===== config.mk =====
export PLATFORM = sky130hd
export DESIGN_NAME = size_budget_lru_tracker
export DESIGN_NICKNAME = d
export VERILOG_FILES = /design/src/design/sblt_pkg.sv /design/src/design/size_budget_lru_tracker.sv /design/src/design/sblt_ram.sv /design/src/design/sblt_order.sv
export VERILOG_INCLUDE_DIRS = /design/src /design/src/design
export SDC_FILE = /design/constraint.sdc
export NUM_CORES = 2
export LEC_CHECK = 0
export ABC_AREA = 0
export BUFFER_PORTS_ARGS = -buffer_cell sky130_fd_sc_hd__buf_2
export CORE_MARGIN = 4
export CORE_UTILIZATION = 40
export CTS_CLUSTER_DIAMETER = 30
export DETAILED_ROUTE_END_ITERATION = 8
export HOLD_SLACK_MARGIN = 0.03
export PLACE_DENSITY = 0.6
export SKIP_LAST_GASP = 1
export SYNTH_ARGS = -nofsm -noshare
export SYNTH_HDL_FRONTEND = slang
export SYNTH_SLANG_ARGS = --single-unit

===== constraint.sdc =====
create_clock -name i_clk -period 4.4 [get_ports i_clk]
set_clock_uncertainty 0.05 [all_clocks]
set_input_delay 0.66 -clock i_clk [delete_from_list [all_inputs] [get_ports i_clk]]
set_output_delay 0.66 -clock i_clk [all_outputs]
set_load 0.1 [all_outputs]

===== src/design/size_budget_lru_tracker_assert.svh =====
// Assertion macros used by the size-budget LRU tracker module.
`ifndef SIZE_BUDGET_LRU_TRACKER_ASSERT_SVH
`define SIZE_BUDGET_LRU_TRACKER_ASSERT_SVH

// Same-cycle implication, disabled while reset is asserted.
`define SBLT_ASSERT_HOLD(label, clk, rst_n, ante, cons) \
    label: assert property (@(posedge clk) disable iff (!rst_n) (ante) |-> (cons)) \
        else $error("size_budget_lru_tracker: check failed");

// Next-cycle implication, disabled while reset is asserted.
`define SBLT_ASSERT_NEXT(label, clk, rst_n, ante, cons) \
    label: assert property (@(posedge clk) disable iff (!rst_n) (ante) |=> (cons)) \
        else $error("size_budget_lru_tracker: check failed");

`endif


===== src/design/sblt_pkg.sv =====
// Shared types and constants of the size-budget LRU tracker.
package sblt_pkg;

    localparam int BLOCK_W     = 20;
    localparam int BYTES_W     = 25;
    localparam int SUM_W       = BYTES_W + 1;
    localparam int CMD_W       = 2;
    localparam int ENTRIES_DEF = 16;
    localparam int SLOT_W_MAX  = 6;

    localparam logic [CMD_W-1:0] CMD_ALLOC = 2'd0;
    localparam logic [CMD_W-1:0] CMD_FREE  = 2'd1;
    localparam logic [CMD_W-1:0] CMD_TOUCH = 2'd2;

    localparam logic RES_EVICT = 1'b0;
    localparam logic RES_DONE  = 1'b1;

    localparam logic [BYTES_W-1:0] BUDGET_RESET = 25'd4194304;

    localparam logic [BLOCK_W-1:0] SEG_LO_BASE = 20'h80000;
    localparam logic [BLOCK_W-1:0] SEG_HI_BASE = 20'hA0000;
    localparam logic [BLOCK_W-1:0] SEG_TOP     = 20'hC0000;
    localparam logic [BLOCK_W-1:0] SEG_STEP    = 20'h20000;

    typedef struct packed {
        logic [BLOCK_W-1:0] block;
        logic [BYTES_W-1:0] bytes;
    } t_entry;

    // Rotation request for the recency order table. A right rotation covers
    // positions 0..idx, a left rotation covers idx..lim.
    typedef struct packed {
        logic                  en;
        logic                  left;
        logic [SLOT_W_MAX-1:0] lim;
    } t_rot_ctl;

endpackage


===== src/design/size_budget_lru_tracker.sv =====
// Size-budget LRU tracker: one transaction in flight, results one per output transaction.
// Keeps up to ENTRIES blocks in recency order under a byte budget and reports each eviction
// and one completion per command. Commands are handled one at a time by a sequencer around a
// single entry RAM read port. Allocate computes the bytes over budget, then for each eviction
// that the budget forces runs address, compare and recheck, then evicts one more entry if the
// table is still full, then inserts. Free reads and compares entries from the most recent end
// up to and including the first match, or every valid entry when nothing matches. Touch reads
// and compares every valid entry. An unknown command, or free or touch on an empty table, goes
// straight to the completion. A new command is accepted in the cycle after the last result is
// registered. A stalled output adds its stall cycles. No clearing pass is needed after reset;
// the budget register may be written while the block is idle.
`include "size_budget_lru_tracker_assert.svh"

module size_budget_lru_tracker
    import sblt_pkg::*;
#(
    parameter int ENTRIES = ENTRIES_DEF
) (
    input  logic               i_clk,
    input  logic               i_rst_n,
    input  logic               i_cmd_valid,
    output logic               o_cmd_ready,
    input  logic [CMD_W-1:0]   i_command,
    input  logic [BLOCK_W-1:0] i_block_number,
    input  logic [BYTES_W-1:0] i_block_size,
    output logic               o_res_valid,
    input  logic               i_res_ready,
    output logic               o_result_kind,
    output logic [BLOCK_W-1:0] o_result_block,
    output logic               o_found,
    output logic [BYTES_W-1:0] o_bytes_in_use,
    output logic               o_last,
    input  logic               i_cfg_valid,
    output logic               o_cfg_ready,
    input  logic [BYTES_W-1:0] i_cfg_byte_budget
);

    localparam int SW = $clog2(ENTRIES);
    localparam int CW = $clog2(ENTRIES + 1);

    localparam logic [3:0] S_IDLE    = 4'd0;
    localparam logic [3:0] S_NEED    = 4'd1;
    localparam logic [3:0] S_EV_CHK  = 4'd2;
    localparam logic [3:0] S_EV_RD   = 4'd3;
    localparam logic [3:0] S_EV_CMP  = 4'd4;
    localparam logic [3:0] S_INS     = 4'd5;
    localparam logic [3:0] S_FR_RD   = 4'd6;
    localparam logic [3:0] S_FR_CMP  = 4'd7;
    localparam logic [3:0] S_TC_RD   = 4'd8;
    localparam logic [3:0] S_TC_CMP  = 4'd9;
    localparam logic [3:0] S_DONE    = 4'd10;

    logic [3:0]         r_state, n_state;
    logic [BLOCK_W-1:0] r_blk, n_blk;
    logic [BYTES_W-1:0] r_size, n_size;
    logic [SUM_W-1:0]   r_total, n_total;
    logic [SUM_W-1:0]   r_need, n_need;
    logic [BYTES_W-1:0] r_used, n_used;
    logic [BYTES_W-1:0] r_budget;
    logic [CW-1:0]      r_count, n_count;
    logic [CW-1:0]      r_left, n_left;
    logic [SW-1:0]      r_ptr, n_ptr;
    logic               r_found, n_found;
    logic               r_fin, n_fin;
    logic               r_has_alias, n_has_alias;
    logic [BLOCK_W-1:0] r_alias, n_alias;

    logic               r_out_valid;
    logic               r_out_kind;
    logic [BLOCK_W-1:0] r_out_block;
    logic               r_out_found;
    logic [BYTES_W-1:0] r_out_bytes;
    logic               r_out_last;

    logic               w_emit;
    logic               w_em_kind;
    logic [BLOCK_W-1:0] w_em_block;
    logic               w_em_found;
    logic [BYTES_W-1:0] w_em_bytes;
    logic               w_em_last;

    logic               w_slot_free;
    logic [SW-1:0]      w_slot;
    t_rot_ctl           w_rot;
    logic               w_we;
    logic [$bits(t_entry)-1:0] w_ram_rdata;
    t_entry             w_rd;
    t_entry             w_wr;

    logic [SUM_W-1:0]   w_sum_ins;
    logic [BYTES_W-1:0] w_used_ins;
    logic [BYTES_W-1:0] w_used_sub;
    logic [SUM_W-1:0]   w_rd_bytes_ext;
    logic [SUM_W-1:0]   w_need_sub;
    logic [SUM_W-1:0]   w_budget_ext;
    logic [SUM_W-1:0]   w_need_new;
    logic               w_hit;
    logic               w_hit_any;
    logic [CW-1:0]      w_count_m1;

    sblt_ram #(
        .WIDTH ($bits(t_entry)),
        .DEPTH (ENTRIES)
    ) u_ram (
        .i_clk   (i_clk),
        .i_we    (w_we),
        .i_waddr (w_slot),
        .i_wdata (w_wr),
        .i_raddr (w_slot),
        .o_rdata (w_ram_rdata)
    );

    sblt_order #(
        .ENTRIES (ENTRIES)
    ) u_order (
        .i_clk   (i_clk),
        .i_rst_n (i_rst_n),
        .i_idx   (r_ptr),
        .i_rot   (w_rot),
        .o_slot  (w_slot)
    );

    assign w_rd        = t_entry'(w_ram_rdata);
    assign w_wr.block  = r_blk;
    assign w_wr.bytes  = r_size;
    assign w_slot_free = !r_out_valid || i_res_ready;
    assign w_count_m1  = r_count - CW'(1);

    // Byte arithmetic: saturating add on insert, flooring subtracts on removal.
    assign w_sum_ins      = {1'b0, r_used} + {1'b0, r_size};
    assign w_used_ins     = w_sum_ins[SUM_W-1] ? '1 : w_sum_ins[BYTES_W-1:0];
    assign w_used_sub     = (r_used > w_rd.bytes) ? (r_used - w_rd.bytes) : '0;
    assign w_rd_bytes_ext = {1'b0, w_rd.bytes};
    assign w_need_sub     = (r_need > w_rd_bytes_ext) ? (r_need - w_rd_bytes_ext) : '0;
    assign w_budget_ext   = {1'b0, r_budget};
    assign w_need_new     = (r_total > w_budget_ext) ? (r_total - w_budget_ext) : '0;

    assign w_hit     = (w_rd.block == r_blk);
    assign w_hit_any = w_hit || (r_has_alias && (w_rd.block == r_alias));

    always_comb begin
        n_state     = r_state;
        n_blk       = r_blk;
        n_size      = r_size;
        n_total     = r_total;
        n_need      = r_need;
        n_used      = r_used;
        n_count     = r_count;
        n_left      = r_left;
        n_ptr       = r_ptr;
        n_found     = r_found;
        n_fin       = r_fin;
        n_has_alias = r_has_alias;
        n_alias     = r_alias;
        w_rot       = '0;
        w_we        = 1'b0;
        w_emit      = 1'b0;
        w_em_kind   = RES_DONE;
        w_em_block  = r_blk;
        w_em_found  = 1'b0;
        w_em_bytes  = r_used;
        w_em_last   = 1'b1;

        unique case (r_state)
            S_IDLE: begin
                if (i_cmd_valid) begin
                    n_blk       = i_block_number;
                    n_size      = i_block_size;
                    n_total     = {1'b0, r_used} + {1'b0, i_block_size};
                    n_found     = 1'b0;
                    n_fin       = 1'b0;
                    n_has_alias = 1'b0;
                    n_alias     = i_block_number;
                    if (i_block_number >= SEG_LO_BASE && i_block_number < SEG_HI_BASE) begin
                        n_has_alias = 1'b1;
                        n_alias     = i_block_number + SEG_STEP;
                    end else if (i_block_number >= SEG_HI_BASE && i_block_number < SEG_TOP) begin
                        n_has_alias = 1'b1;
                        n_alias     = i_block_number - SEG_STEP;
                    end
                    unique case (i_command)
                        CMD_ALLOC: begin
                            n_state = S_NEED;
                        end
                        CMD_FREE: begin
                            n_ptr   = '0;
                            n_state = (r_count == '0) ? S_DONE : S_FR_RD;
                        end
                        CMD_TOUCH: begin
                            n_ptr   = SW'(w_count_m1);
                            n_left  = r_count;
                            n_state = (r_count == '0) ? S_DONE : S_TC_RD;
                        end
                        default: begin
                            n_state = S_DONE;
                        end
                    endcase
                end
            end
            S_NEED: begin
                n_need  = w_need_new;
                n_state = S_EV_CHK;
            end
            S_EV_CHK: begin
                if (r_need != '0 && r_count != '0) begin
                    n_ptr   = SW'(w_count_m1);
                    n_state = S_EV_RD;
                end else if (r_count == CW'(ENTRIES)) begin
                    // Still full once the budget is met: one more goes.
                    n_ptr   = SW'(w_count_m1);
                    n_fin   = 1'b1;
                    n_state = S_EV_RD;
                end else begin
                    n_ptr   = SW'(r_count);
                    n_state = S_INS;
                end
            end
            S_EV_RD: begin
                n_state = S_EV_CMP;
            end
            S_EV_CMP: begin
                if (w_slot_free) begin
                    w_emit     = 1'b1;
                    w_em_kind  = RES_EVICT;
                    w_em_block = w_rd.block;
                    w_em_bytes = w_used_sub;
                    w_em_last  = 1'b0;
                    n_used     = w_used_sub;
                    n_need     = w_need_sub;
                    n_count    = w_count_m1;
                    // The pointer now names the slot just past the new count.
                    n_state    = r_fin ? S_INS : S_EV_CHK;
                end
            end
            S_INS: begin
                if (w_slot_free) begin
                    w_we       = 1'b1;
                    w_rot.en   = 1'b1;
                    n_count    = r_count + CW'(1);
                    n_used     = w_used_ins;
                    w_emit     = 1'b1;
                    w_em_bytes = w_used_ins;
                    n_state    = S_IDLE;
                end
            end
            S_FR_RD: begin
                n_state = S_FR_CMP;
            end
            S_FR_CMP: begin
                if (w_hit) begin
                    if (w_slot_free) begin
                        w_rot.en   = 1'b1;
                        w_rot.left = 1'b1;
                        w_rot.lim  = SLOT_W_MAX'(w_count_m1);
                        n_count    = w_count_m1;
                        n_used     = w_used_sub;
                        w_emit     = 1'b1;
                        w_em_found = 1'b1;
                        w_em_bytes = w_used_sub;
                        n_state    = S_IDLE;
                    end
                end else if (r_ptr == SW'(w_count_m1)) begin
                    n_state = S_DONE;
                end else begin
                    n_ptr   = r_ptr + SW'(1);
                    n_state = S_FR_RD;
                end
            end
            S_TC_RD: begin
                n_state = S_TC_CMP;
            end
            S_TC_CMP: begin
                // Scanning from the least recent end and moving each match to
                // the front keeps the matches in their original order.
                if (w_hit_any) begin
                    w_rot.en = 1'b1;
                    n_found  = 1'b1;
                end else if (r_ptr != '0) begin
                    n_ptr = r_ptr - SW'(1);
                end
                n_left  = r_left - CW'(1);
                n_state = (r_left == CW'(1)) ? S_DONE : S_TC_RD;
            end
            S_DONE: begin
                if (w_slot_free) begin
                    w_emit     = 1'b1;
                    w_em_found = r_found;
                    n_state    = S_IDLE;
                end
            end
            default: begin
                n_state = S_IDLE;
            end
        endcase
    end

    always_ff @(posedge i_clk) begin
        if (!i_rst_n) begin
            r_state <= S_IDLE;
            r_used  <= '0;
            r_count <= '0;
            r_fin   <= 1'b0;
            r_found <= 1'b0;
        end else begin
            r_state <= n_state;
            r_used  <= n_used;
            r_count <= n_count;
            r_fin   <= n_fin;
            r_found <= n_found;
        end
    end

    always_ff @(posedge i_clk) begin
        r_blk       <= n_blk;
        r_size      <= n_size;
        r_total     <= n_total;
        r_need      <= n_need;
        r_left      <= n_left;
        r_ptr       <= n_ptr;
        r_has_alias <= n_has_alias;
        r_alias     <= n_alias;
    end

    always_ff @(posedge i_clk) begin
        if (!i_rst_n) begin
            r_budget <= BUDGET_RESET;
        end else if (i_cfg_valid) begin
            r_budget <= i_cfg_byte_budget;
        end
    end

    always_ff @(posedge i_clk) begin
        if (!i_rst_n) begin
            r_out_valid <= 1'b0;
        end else if (w_emit) begin
            r_out_valid <= 1'b1;
        end else if (i_res_ready) begin
            r_out_valid <= 1'b0;
        end
    end

    always_ff @(posedge i_clk) begin
        if (w_emit) begin
            r_out_kind  <= w_em_kind;
            r_out_block <= w_em_block;
            r_out_found <= w_em_found;
            r_out_bytes <= w_em_bytes;
            r_out_last  <= w_em_last;
        end
    end

    assign o_cmd_ready    = (r_state == S_IDLE);
    assign o_cfg_ready    = 1'b1;
    assign o_res_valid    = r_out_valid;
    assign o_result_kind  = r_out_kind;
    assign o_result_block = r_out_block;
    assign o_found        = r_out_found;
    assign o_bytes_in_use = r_out_bytes;
    assign o_last         = r_out_last;

    `SBLT_ASSERT_HOLD(a_count_max, i_clk, i_rst_n, 1'b1, r_count <= CW'(ENTRIES))
    `SBLT_ASSERT_NEXT(a_accept_busy, i_clk, i_rst_n, i_cmd_valid && o_cmd_ready, r_state != S_IDLE)
    `SBLT_ASSERT_NEXT(a_last_idle, i_clk, i_rst_n, w_emit && w_em_last, r_state == S_IDLE)
    `SBLT_ASSERT_NEXT(a_ins_count, i_clk, i_rst_n, r_state == S_INS && w_slot_free, r_count == $past(r_count) + CW'(1))
    `SBLT_ASSERT_HOLD(a_evict_nonempty, i_clk, i_rst_n, r_state == S_EV_CMP, r_count != '0)

endmodule


===== src/design/sblt_ram.sv =====
// Generic single-write, single-read RAM with registered read data.
module sblt_ram #(
    parameter int WIDTH = 8,
    parameter int DEPTH = 16
) (
    input  logic                     i_clk,
    input  logic                     i_we,
    input  logic [$clog2(DEPTH)-1:0] i_waddr,
    input  logic [WIDTH-1:0]         i_wdata,
    input  logic [$clog2(DEPTH)-1:0] i_raddr,
    output logic [WIDTH-1:0]         o_rdata
);

    logic [WIDTH-1:0] r_mem [DEPTH];
    logic [WIDTH-1:0] r_rdata;

    always_ff @(posedge i_clk) begin
        if (i_we) begin
            r_mem[i_waddr] <= i_wdata;
        end
        r_rdata <= r_mem[i_raddr];
    end

    assign o_rdata = r_rdata;

endmodule


===== src/design/sblt_order.sv =====
// Recency order table: a permutation of slots, position 0 most recent.
module sblt_order
    import sblt_pkg::*;
#(
    parameter int ENTRIES = ENTRIES_DEF
) (
    input  logic                       i_clk,
    input  logic                       i_rst_n,
    input  logic [$clog2(ENTRIES)-1:0] i_idx,
    input  t_rot_ctl                   i_rot,
    output logic [$clog2(ENTRIES)-1:0] o_slot
);

    localparam int SW = $clog2(ENTRIES);

    logic [SW-1:0] r_order [ENTRIES];
    logic [SW-1:0] w_slot;
    logic [SW-1:0] w_lim;

    assign w_slot = r_order[i_idx];
    assign w_lim  = i_rot.lim[SW-1:0];
    assign o_slot = w_slot;

    // Positions past the valid count always hold the free slots, so an
    // insert takes the slot just past the count.
    for (genvar g = 0; g < ENTRIES; g++) begin : g_lane
        localparam logic [SW-1:0] POS = SW'(g);
        logic [SW-1:0] w_prev;
        logic [SW-1:0] w_next;
        logic          w_in_right;
        logic          w_in_left;

        if (g == 0) begin : g_first
            assign w_prev = w_slot;
        end else begin : g_mid_prev
            assign w_prev = r_order[g-1];
        end

        if (g == ENTRIES - 1) begin : g_last
            assign w_next = w_slot;
        end else begin : g_mid_next
            assign w_next = (POS == w_lim) ? w_slot : r_order[g+1];
        end

        assign w_in_right = i_rot.en && !i_rot.left && (POS <= i_idx);
        assign w_in_left  = i_rot.en && i_rot.left && (POS >= i_idx) && (POS <= w_lim);

        always_ff @(posedge i_clk) begin
            if (!i_rst_n) begin
                r_order[g] <= POS;
            end else if (w_in_right) begin
                r_order[g] <= (POS == '0) ? w_slot : w_prev;
            end else if (w_in_left) begin
                r_order[g] <= w_next;
            end
        end
    end

endmodule


==> impl.org <==
** Timing
- For the pin with the worst max-slew slack, the measured transition is 1.09 ns.
- Number of setup violations in the final report :: 0
- The number of max-slew violations in the final report is 0.
- Dividing the final minimum period by the clock period gives 0.924.
- Minimum period implied by the final worst setup slack :: 4.06 ns
- Setup repair after global routing left no endpoint under its margin.
- In this run the tightest slew margin relative to its limit is 0.268.
- Total Negative Setup Slacks :: 0 ns
- Hold Vio Cnt, Final :: 0
- Derived from the worst setup path, the maximum achievable clock frequency is 0.246 GHz.

** Worst setup path
- Of all nets on the critical path, the largest fanout is 18.
- Req. time, crit path :: 5.08 ns
- Data arrives at the worst endpoint at 4.75 ns.
- The worst register-to-register path has a depth of 11.
- For flop-to-flop paths, the worst setup slack is 0.34 ns.
- R2R Path End :: r_used[4]$_SDFF_PN0_
- Worst reg2reg path startpoint :: r_blk[10]$_DFFE_PP_
- Setup Crit Path Kind :: reg2reg
- STA classifies the critical path endpoint as a flop.
- CP Launch Type :: flop

** Detailed routing
- For this block, the initial DRC count from the detailed router was 2921.
- Number of detailed-route iterations in the first pass :: 6
- DR vias :: 30911
- Mean number of vias per cell :: 5.57
- Per-cell routed wire length :: 23.9 µm
- Post-route antenna net violation count :: 0
- Drt drc :: 0
- Routed wire length :: 133000 µm

** Floorplanning
- IO Count :: 128
- Die Area :: 126000 µm²
- The die is 355 µm wide.
- The die is 355 µm tall.
- After floorplanning, the core was divided into 126 placement rows.
- After floorplanning, the core was sized to cover 119000 µm².
- Initial cell density of the core :: 0.405

** Global routing
- Number of antenna violations at the first check in global routing :: 2
- Total Routing Usage GR :: 0.209
- The first global-routing pass estimated 199000 µm of wire.
- Entering global routing, the biggest net connects 100 pins.
- For this run the aggregate overflow at the end of global routing stands at 0.
- Vias in the first global route :: 31384

** Run
- Across the run, the number of max-cap violations was 0.

** Final layout
- Layout area overhead :: 23.7%
- Across the whole layout, storage elements account for 30500 µm².
- Fraction of layout cells with a size suffix above 1 :: 0.226
- The layout has 10069 filler cells.
- The multi-input combinational cells in the finished layout cover a total of 16700 µm².
- For this run, the post-layout net count is 3978.

** Synthesis
- FF+latch count, synth :: 1052
- Synthesis handed over a netlist of 3400 instances.
- Post-synthesis cell type count :: 86
- Post-Syn Nets :: 3618
- Syn Std Cell Area :: 48100 µm²
- Sequential cell area fraction in the yosys report :: 0.633
- Among all flip-flop cells after synthesis, the most frequent one is sky130_fd_sc_hd__edfxtp_1.
- The synthesized design contains 941 enable-type register cells.
- Average cell area after synthesis :: 14.2 µm²
- In the synthesized netlist the async set-or-reset flop fraction comes to 0.
- Count of warnings emitted by yosys :: 0

** Placement
- HPWL after detailed placement :: 84700 µm
- GP Congestion :: 0.921
- Port buffering added 126 buffers.

** Min path
- Hold Path Class :: in2reg
- In this run the most critical hold path is launched from i_cfg_byte_budget[21].
- Hold-critical path endpoint :: r_budget[21]$_SDFFE_PN0P_
- Along the worst hold path, the cell count comes to 3.

** CTS
- The clock reaches the later pin of the worst-skew pair after 0.84 ns.
- H-tree depth reported by CTS :: 4
- TritonCTS built the clock tree.
- Post-CTS setup buffer count :: 0
- No sink is reached through more buffers than the 3 on the longest clock path.
- Gates resized during post-CTS repair numbered 0.
- After clock tree synthesis, the clock-pin slew on the worst setup and hold paths is 0.06 ns.
- For this design, the sink count on the clock tree is 1052.
- TritonCTS buffer count :: 214
- CTS Root Cell :: sky130_fd_sc_hd__clkbuf_16
- After clock tree synthesis, the flow added hold-fix buffers numbering 48.

** Pwr
- IR analysis of the VDD net gives a maximum drop of 768 µV.
- Dividing total power by cell area gives a power density of 763 nW/µm².
- For this design the static power due to leakage is 21.3 nW.
- The design draws 45.4 mW.

** Outcome
- Result of the run :: completed
worst max-delay path by stage:
stage	to	slack [ns]	start	cells past startpoint
after CTS	r_used[4]$_SDFF_PN0_	0.45	r_blk[10]$_DFFE_PP_	11
after floorplan	u_ram.r_mem[1][0]$_DFFE_PP_	-0.41	flop	10
final	r_used[4]$_SDFF_PN0_	0.34	r_blk[10]$_DFFE_PP_	11
after global routing	r_used[24]$_SDFF_PN0_	0.02	r_size[0]$_DFFE_PP_	13
after detailed placement	r_used[13]$_SDFF_PN0_	0.53	r_blk[10]$_DFFE_PP_	11
after global placement	o_bytes_in_use[15]$_DFFE_PP_	0.49	r_size[3]$_DFFE_PP_	10
registers in the layout (all words and copies together) (netlist names), 3 cells and up, named ones only:
name	cells
r_left	5
r_budget	25
u_ram.r_mem	720
r_count	5
r_used	25
r_blk	20
r_total	26
r_need	26
o_result_block	20
u_ram.o_rdata	45
r_state	4
r_size	25
u_order.r_order	64
o_bytes_in_use	25
r_alias	3
r_ptr	4
final cells by class:
| cell class | count | area share |
|---|---|---|
| multi-input cells | 2089 | 0.280 |
| clock buffers | 236 | 0.0925 |
| diodes | 1 | 0.0000420 |
| well taps | 1600 | 0.0336 |
| repair buffers | 284 | 0.0378 |
| flip-flops and latches | 1052 | 0.512 |
| clock inverters | 167 | 0.0366 |
| inverters | 119 | 0.00759 |
worst max-delay path, stage by stage (launching register included):
cell and delay, ns:
sky130_fd_sc_hd__edfxtp_1 0.64, sky130_fd_sc_hd__xor2_1 0.25, sky130_fd_sc_hd__nor4_1 0.57, sky130_fd_sc_hd__nand4_1 0.18
sky130_fd_sc_hd__buf_4 0.23, sky130_fd_sc_hd__or3_1 0.42, sky130_fd_sc_hd__nand2b_1 0.28, sky130_fd_sc_hd__nand2_1 0.22
sky130_fd_sc_hd__a21oi_2 0.48, sky130_fd_sc_hd__a31oi_1 0.22, sky130_fd_sc_hd__o21ai_1 0.25, sky130_fd_sc_hd__and2_1 0.15
kinds of logic after synthesis:
logic type / after synthesis / synth area share
flops: 1052 / 0.633
simple gates: 879 / 0.0852
compound gates: 643 / 0.0836
mux: 275 / 0.110
buf+inv: 259 / 0.0231
xor+xnor: 150 / 0.0273
fa+ha+maj: 141 / 0.0374
other cells: 1 / 0.0000779
cells in the mapped netlist, types with 23 or more instances:
cell	n	area share
sky130_fd_sc_hd__and3_1	54	0.0070
sky130_fd_sc_hd__a211oi_1	23	0.0036
sky130_fd_sc_hd__dfxtp_1	111	0.046
sky130_fd_sc_hd__nor3_1	39	0.0041
sky130_fd_sc_hd__xnor2_1	74	0.013
sky130_fd_sc_hd__clkbuf_1	60	0.0047
sky130_fd_sc_hd__nor2b_1	35	0.0045
sky130_fd_sc_hd__xor2_1	76	0.014
sky130_fd_sc_hd__nand4_1	24	0.0031
sky130_fd_sc_hd__mux4_2	200	0.094
sky130_fd_sc_hd__nand2_1	331	0.026
sky130_fd_sc_hd__mux2_2	30	0.0070
sky130_fd_sc_hd__o22ai_1	36	0.0047
sky130_fd_sc_hd__ha_1	136	0.035
sky130_fd_sc_hd__a21oi_1	174	0.018
sky130_fd_sc_hd__edfxtp_1	941	0.59
sky130_fd_sc_hd__o21ai_0	145	0.015
sky130_fd_sc_hd__nand2b_1	36	0.0047
sky130_fd_sc_hd__a21o_1	53	0.0083
sky130_fd_sc_hd__inv_1	116	0.0090
sky130_fd_sc_hd__nand3_1	53	0.0055
sky130_fd_sc_hd__nor2_1	220	0.017
sky130_fd_sc_hd__a31oi_1	72	0.0094
sky130_fd_sc_hd__mux2i_1	45	0.0094
sky130_fd_sc_hd__buf_2	44	0.0046
power by group:
| part | switching (mW) | internal (mW) | total, mW | leakage (nW) |
|---|---|---|---|---|
| clock | 5.79 | 10.9 | 16.7 | 3.64 |
| sequential | 0.942 | 12.4 | 13.3 | 9.40 |
| combinational | 9.24 | 6.18 | 15.4 | 8.29 |
through the flow:
stage          hold WS [ns]  area [µm²]  setup slack [ns]  cells  utilization
6_report             0.0934       59500             0.335   5548        0.502
5_1_grt              0.0438       59500            0.0237   5547        0.502
4_1_cts              0.0340       59500             0.446   5547        0.502
3_5_place_dp          0.432       51400             0.527   5096        0.433
3_3_place_gp          0.426       51400             0.488   5096        0.433
2_1_floorplan         0.409       48100            -0.414   3400            -
cell usage in the layout, fill, tap and decap left out, types with 19 or more instances in the layout:
| master | Yosys | routed |
|---|---|---|
| sky130_fd_sc_hd__bufinv_16 | 0 | 29 |
| sky130_fd_sc_hd__clkinv_2 | 0 | 23 |
| sky130_fd_sc_hd__nand4_1 | 24 | 24 |
| sky130_fd_sc_hd__and3_1 | 54 | 54 |
| sky130_fd_sc_hd__xor2_1 | 76 | 76 |
| sky130_fd_sc_hd__nand2_1 | 331 | 331 |
| sky130_fd_sc_hd__nor2b_1 | 35 | 35 |
| sky130_fd_sc_hd__nor4_1 | 19 | 19 |
| sky130_fd_sc_hd__clkinv_4 | 0 | 27 |
| sky130_fd_sc_hd__o21ai_0 | 145 | 144 |
| sky130_fd_sc_hd__inv_1 | 116 | 113 |
| sky130_fd_sc_hd__a31oi_1 | 72 | 72 |
| sky130_fd_sc_hd__buf_4 | 14 | 85 |
| sky130_fd_sc_hd__mux2_2 | 30 | 30 |
| sky130_fd_sc_hd__clkinvlp_4 | 0 | 29 |
| sky130_fd_sc_hd__buf_12 | 0 | 25 |
| sky130_fd_sc_hd__xnor2_1 | 74 | 74 |
| sky130_fd_sc_hd__edfxtp_1 | 941 | 941 |
| sky130_fd_sc_hd__o22ai_1 | 36 | 36 |
| sky130_fd_sc_hd__buf_2 | 44 | 126 |
| sky130_fd_sc_hd__mux4_2 | 200 | 197 |
| sky130_fd_sc_hd__nand2b_1 | 36 | 36 |
| sky130_fd_sc_hd__clkbuf_16 | 0 | 214 |
| sky130_fd_sc_hd__nand3_1 | 53 | 53 |
| sky130_fd_sc_hd__a21oi_1 | 174 | 174 |
| sky130_fd_sc_hd__nor2_1 | 220 | 203 |
| sky130_fd_sc_hd__and2_1 | 20 | 20 |
| sky130_fd_sc_hd__mux2i_1 | 45 | 45 |
| sky130_fd_sc_hd__a211oi_1 | 23 | 23 |
| sky130_fd_sc_hd__dfxtp_1 | 111 | 111 |
| sky130_fd_sc_hd__a21o_1 | 53 | 53 |
| sky130_fd_sc_hd__dlygate4sd3_1 | 0 | 48 |
| sky130_fd_sc_hd__nor3_1 | 39 | 39 |
| sky130_fd_sc_hd__ha_1 | 136 | 136 |
| sky130_fd_sc_hd__inv_6 | 0 | 24 |
metal layers:
layer | vias to the layer above | share of wire | wire [µm] | GRT usage
met5 | - | 0 | 0 | 0
met4 | 0 | 0.028 | 3710 | 0.0692
met3 | 241 | 0.074 | 9770 | 0.0482
met2 | 1207 | 0.47 | 62500 | 0.333
met1 | 15522 | 0.43 | 56600 | 0.285
li1 | 13941 | - | - | -
Note: power is estimated with default switching activity, not from simulation.
